[src/rtl/pss_pkg.sv]
// ----------------------------------------------------------------------------
// Partial shuffle sampler package
// Shared constants, register indexes, controller states and the command and
// status bundles between the controller and the datapath.
// ----------------------------------------------------------------------------
package pss_pkg;

   // Default sizing of the sampler.
   localparam int MAX_DATASET_DEF = 1024;
   localparam int RANDOM_BITS_DEF = 32;

   // Fixed widths of the stream and configuration fields.
   localparam int REQ_TDATA_W = 32;
   localparam int SAMPLE_W    = 10;
   localparam int RSP_TDATA_W = 16;
   localparam int CFG_W       = 11;
   localparam int CSR_INDEX_W = 8;

   // Width of the batch tag stored with every table entry.
   localparam int EPOCH_W = 8;

   // Configuration register indexes.
   localparam logic [CSR_INDEX_W-1:0] REG_DATASET_SIZE = CSR_INDEX_W'(0);
   localparam logic [CSR_INDEX_W-1:0] REG_BATCH_LEN    = CSR_INDEX_W'(1);

   // Register reset values.
   localparam logic [CFG_W-1:0] DATASET_SIZE_RST = CFG_W'(1024);
   localparam logic [CFG_W-1:0] BATCH_LEN_RST    = CFG_W'(1);

   typedef enum logic [2:0] {
      ST_IDLE,
      ST_MUL,
      ST_ADDR,
      ST_SWAP,
      ST_WRJ,
      ST_ERR
   } pss_state_type;

   typedef struct packed {
      logic load_in;   // capture the random fraction
      logic mul;       // register the partial products
      logic rd;        // form the swap address and read both entries
      logic wr_pos;    // write the entry at the batch position
      logic wr_j;      // write the entry at the swap address
      logic emit_ok;   // load a sample result and advance the batch
      logic emit_err;  // load an error result and restart the batch
   } pss_cmd_type;

   typedef struct packed {
      logic clearing;  // table clearing pass in progress
      logic size_err;  // sizes invalid for the next draw
      logic out_free;  // output register can take a result this cycle
   } pss_status_type;

endpackage

[src/rtl/pss_ctrl.sv]
// ----------------------------------------------------------------------------
// Partial shuffle sampler controller
// Sequences one draw: multiply, address and read, swap, write back, emit, or emits an error result for invalid sizes.
// ----------------------------------------------------------------------------
module pss_ctrl
   import pss_pkg::*;
(
   input  logic           clock,
   input  logic           reset,
   input  logic           req_tvalid,
   output logic           req_tready,
   input  pss_status_type status,
   output pss_cmd_type    cmd
);

   pss_state_type state_ff, state_in;

   always_ff @(posedge clock) begin
      if (reset) begin
         state_ff <= ST_IDLE;
      end else begin
         state_ff <= state_in;
      end
   end

   always_comb begin
      state_in = state_ff;
      case (state_ff)
         ST_IDLE: begin
            if (req_tvalid && !status.clearing) begin
               state_in = status.size_err ? ST_ERR : ST_MUL;
            end
         end
         ST_MUL:  state_in = ST_ADDR;
         ST_ADDR: state_in = ST_SWAP;
         ST_SWAP: state_in = ST_WRJ;
         ST_WRJ: begin
            if (status.out_free) begin
               state_in = ST_IDLE;
            end
         end
         ST_ERR: begin
            if (status.out_free) begin
               state_in = ST_IDLE;
            end
         end
         default: state_in = ST_IDLE;
      endcase
   end

   always_comb begin
      req_tready = 1'b0;
      cmd        = '0;
      case (state_ff)
         ST_IDLE: begin
            req_tready  = !status.clearing;
            cmd.load_in = req_tvalid && !status.clearing;
         end
         ST_MUL:  cmd.mul = 1'b1;
         ST_ADDR: cmd.rd = 1'b1;
         ST_SWAP: cmd.wr_pos = 1'b1;
         ST_WRJ: begin
            cmd.wr_j    = 1'b1;
            cmd.emit_ok = status.out_free;
         end
         ST_ERR:  cmd.emit_err = status.out_free;
         default: begin
            req_tready = 1'b0;
            cmd        = '0;
         end
      endcase
   end

endmodule

[config.mk]
export PLATFORM = sky130hd
export DESIGN_NAME = pss_ctrl
export DESIGN_NICKNAME = d
export VERILOG_FILES = /design/src/rtl/pss_pkg.sv /design/src/rtl/pss_ctrl.sv
export SDC_FILE = /design/constraint.sdc
export NUM_CORES = 1
export LEC_CHECK = 0
export ABC_AREA = 1
export BUFFER_PORTS_ARGS = -buffer_cell sky130_fd_sc_hd__buf_2
export CORE_AREA = 3 3 40 42
export DETAILED_ROUTE_END_ITERATION = 10
export DIE_AREA = 0 0 43 45
export SYNTH_ARGS = -nofsm -noshare
export SYNTH_HDL_FRONTEND = slang
export SYNTH_SLANG_ARGS = --single-unit
[constraint.sdc]
create_clock -name clock -period 1.8 [get_ports clock]
set_clock_uncertainty 0.2 [all_clocks]
set_input_delay 0.36 -clock clock [delete_from_list [all_inputs] [get_ports clock]]
set_output_delay 0.36 -clock clock [all_outputs]
set_load 0.1 [all_outputs]
-- After elaboration in Yosys (flattened, before gate mapping)
Cells that the tools add are included.
- input bits: 6
- word-level logic and storage cells: 24
- memory bits (read-only): 0
- memories kept: 0
- flip-flop bits (word level): 3
- output and inout bits: 8
- latch bits: 0
- bits in writable memories: 0
- reduce and logical (&&, ||, !) cells: 5
- div/mod/pow operators: 0
- add/sub/neg operators: 0
- multiplexer cells: 11
- shift-type cells: 0
- bitwise logic cells: 0
- $lt $le $gt $ge: 0
- equality and inequality tests: 7
- multiply operators: 0
- operators with widths (cell ; number):
    3-bit case mux with 5 select lines ; 1
    3-bit two-way mux ; 3
    3-bit by 2-bit == test with 1-bit output (second input constant) ; 2
    3-bit == test (second input constant) ; 2
    1-bit two-way mux ; 6
    3-bit by 1-bit == test with 1-bit output (second input constant) ; 1
    3-bit zero test ; 1
    2-bit two-way mux ; 1
    2-bit by 1-bit != test with 1-bit output (second input constant) ; 1
    2-bit != test (second input constant) ; 1
    2-bit AND reduction ; 1
    2-bit OR reduction ; 1
    1-bit logical AND ; 1
    1-bit zero test ; 1

-- Longest topological paths before layout
- depth after elaboration: 4
- depth in mapped cells: 5
- gate-level depth less buffers: 5

-- Worst setup path before layout
Ideal clock, no wire load.
- kind: register to output
- start: reg state_ff[2]
- end: out cmd[1] (netlist bit)
- stages on the path, launching flop included: 3
- data required time: 1240 ps
- arrival time: 3287 ps
- path buffers: 0
- setup slack: -2047 ps
- cell sequence: dfxtp_1 inv_2 nor4_1
- RTL lines (element ; line ; RTL):
    start: declaration ; pss_ctrl.sv:16 ; pss_state_type state_ff, state_in;
    start signal: assignment ; pss_ctrl.sv:22 ; state_ff <= state_in;
    end: declaration ; pss_ctrl.sv:13 ; output pss_cmd_type cmd

==> out/metrics.csv <==
stage;metric;value;unit
clocking;clock sink total;3;
worst_setup_path;CP max stage delay;0.38;ns
cells_and_area;share of cells above drive strength 1;67.3;%
synthesis;Mapped Cells;35;
worst_setup_path;crit path buf inv count;2;
sta;RSZ-0062 raised after global routing;no;
cells_and_area;Filler cells;126;
synthesis;yosys warns;0;
die;Initial Utilization;16.4;%
synthesis;post-synthesis cell type with the largest combined area;dfxtp_1;
cells_and_area;Largest Register;state_ff;
clocking;worst-skew pair later-pin latency;0.23;ns
worst_setup_path;Crit Path Max Fanout;4;
clocking;H-tree levels;1;
synthesis;synth unique cells;13;
sta;Slew headroom;83.0;%
clocking;CTS buffer count;3;
routing;number of iterations in the first detailed-routing pass;2;
global_route;GR Overflow Total;0;
sta;Tmin final;1.74;ns
worst_setup_path;Register-to-Register Path Depth;4;
routing;final WL;585;µm
cells_and_area;top flop regs;state_ff (3);
min_path;HP Class;in -> reg;
worst_setup_path;critical-path cell list;inv_2 -> nor4_4 -> buf_12;
global_route;largest net degree at the start of global routing;7;
place;placed cell count;63;
die;IO Pins;14;
synthesis;mean post-synth cell area;6.01;µm²
worst_setup_path;WS Path Type;reg -> out;
cells_and_area;max FFs per register;3;
sta;Tcrit/Tclk final;96.8;%
synthesis;#FFs+latches synth;3;
die;Core Area;1280;µm²
global_route;busiest grt layer;met2;
min_path;Hold Path Stages;4;
clocking;CTS tree;done;
synthesis;Seq/Total Area, Yosys;28.6;%
worst_setup_path;worst path required time;1.24;ns
clocking;maximum clock insertion buffer count;2;
die;Die Wd;43;µm
routing;Vias per Instance;3.88;
routing;wire per inst;8.73;µm
global_route;first-pass GRT wire length;1000;µm
worst_setup_path;Top delay family on crit path;flip-flops;
sta;slew at the pin with the worst max-slew slack;0.254;ns
routing;DRT antenna net count;0;
worst_setup_path;startpoint types;flip-flop;
sta;setup violators final;0;
synthesis;Synth top area share;28.6;%
global_route;met2 Use GR;10.8;%
sta;Slew Limit Fails;0;
place;Post-DP Area;490;µm²
synthesis;Synth area leaders;dfxtp_1, nand2_1, nand3_1;
worst_setup_path;R2R Path Start;state_ff[1]$_SDFFE_PP0P_;
clocking;clk slew on worst S/H paths;0.04;ns
worst_setup_path;Crit. End Element;output pin;
cells_and_area;Finished Layout Cells;67;
die;die area;1940;µm²
cells_and_area;# diodes;0;
die;row count;13;
global_route;met1 Usage GRT;8.67;%
place;port bufs;13;
worst_setup_path;reg2reg setup slack;0.68;ns
die;Die Y;45;µm
run;max_cap viols;0;
worst_setup_path;crit path DAT;1.18;ns
place;hpwl dp;464;µm
routing;Via Count;260;
clocking;Clock Tree Root;clkbuf_4;
routing;Initial DRC Count;1;
min_path;hold path endpoint;state_ff[2]$_SDFFE_PP0P_;
synthesis;syn_nets;41;
min_path;hold path startpoint;reset;
clocking;postcts setup bufs;0;
routing;DRC Markers;0;
cells_and_area;post-route cell area;524;µm²
sta;fmax;574;MHz
cells_and_area;Area Overhead vs Synth;149;%
synthesis;post-synthesis cell area;210;µm²
worst_setup_path;Slowest cell on crit path;dfxtp_2;
place;routability congestion estimate;0.754;
cells_and_area;Final nets;59;
outcome;status;finished, final reports clean;
worst_setup_path;reg2reg end;state_ff[1]$_SDFFE_PP0P_;
global_route;initial antenna violation count;0;
sta;final hold violation count;0;
global_route;met3 Use GR;3.98;%
global_route;Total GRT Usage;6.83;%
global_route;number of global-route vias before repair;253;
## how the worst max path moves through the flow
stage | slack, ns | cells past startpoint | endpoint | from
final | 0.06 | 3 | cmd[1] | state_ff[2]$_SDFFE_PP0P_
after global routing | 0.01 | 4 | cmd[6] | state_ff[0]$_SDFFE_PP0P_
after CTS | 0.04 | 3 | cmd[1] | state_ff[2]$_SDFFE_PP0P_
after detailed placement | 0.21 | 4 | cmd[6] | state_ff[0]$_SDFFE_PP0P_
after global placement | 0.23 | 4 | cmd[6] | state_ff[0]$_SDFFE_PP0P_
after floorplan | -0.24 | 2 | cmd[1] | state_ff[2]$_SDFFE_PP0P_
## cell families (layout without fill, tap and decap cells)
| group | Yosys count | after routing | synth area share [%] |
|---|---|---|---|
| DFF | 3 | 3 | 28.6 |
| AOI/OAI and AO/OA | 3 | 3 | 10.1 |
| and+or+nand+nor | 20 | 20 | 45.2 |
| buffers and inverters | 9 | 26 | 16.1 |
## synth_stat cells
cell type	instances
nor4_1	1
a21oi_2	1
nor2_4	1
nand2_1	8
nor2_1	3
dfxtp_1	3
o21a_1	1
inv_1	4
nor3_1	2
a21oi_1	1
nand3_1	4
nor2_2	1
inv_2	5
## layout make-up
type | count | area, µm² | area share (%)
flip-flops and latches | 3 | 68.8 | 13.1
inverters | 9 | 38.8 | 7.40
multi-input cells | 23 | 186 | 35.6
well taps | 15 | 18.8 | 3.58
repair buffers | 13 | 185 | 35.3
clock buffers | 4 | 26.3 | 5.01
## layout by cell type, fill, tap and decap left out
master	synthesis	layout
a21oi_1	1	1
a21oi_2	1	1
buf_12	0	8
buf_2	0	5
clkbuf_1	0	1
clkbuf_4	0	3
dfxtp_2	0	1
dfxtp_4	0	2
inv_1	4	4
inv_2	5	4
inv_6	0	1
nand2_1	8	6
nand2_2	0	1
nand2_4	0	1
nand3_1	4	4
nor2_2	1	1
nor2_4	1	4
nor3_4	0	2
nor4_4	0	1
o21a_1	1	1
## what timing repair did
item	in CTS	in global routing
endpoints found under the setup margin	2	0
resized for setup	2	0
hold buffers	0	0
## per-stage QoR
step	util, %	TNS, ns	setup slack [ns]	hold slack [ns]
floorplan	-	-0.337	-0.239	0.303
global placement	38.2	0	0.231	0.334
detailed placement	38.2	0	0.207	0.333
CTS	40.8	0	0.0393	0.166
global route	40.8	0	0.0138	0.205
finish	40.8	0	0.0573	0.171
## routing by layer
| metal | vias to the layer above | share of wire, % |
|---|---|---|
| met1 | 111 | 46 |
| li1 | 142 | - |
| met2 | 7 | 48 |
| met4 | 0 | 0 |
| met5 | - | 0 |
| met3 | 0 | 5.8 |
## worst reg2reg max path, delay by kind of cell, from the launching register on
kind            cells  cell delay, ns
buf+inv             1            0.10
simple gates        2            0.23
compound gates      1            0.16
flops               1            0.37
Power is left out: the tool's default activity adds up to more than one toggle a clock period on the data nets, which glitch-free logic cannot reach.
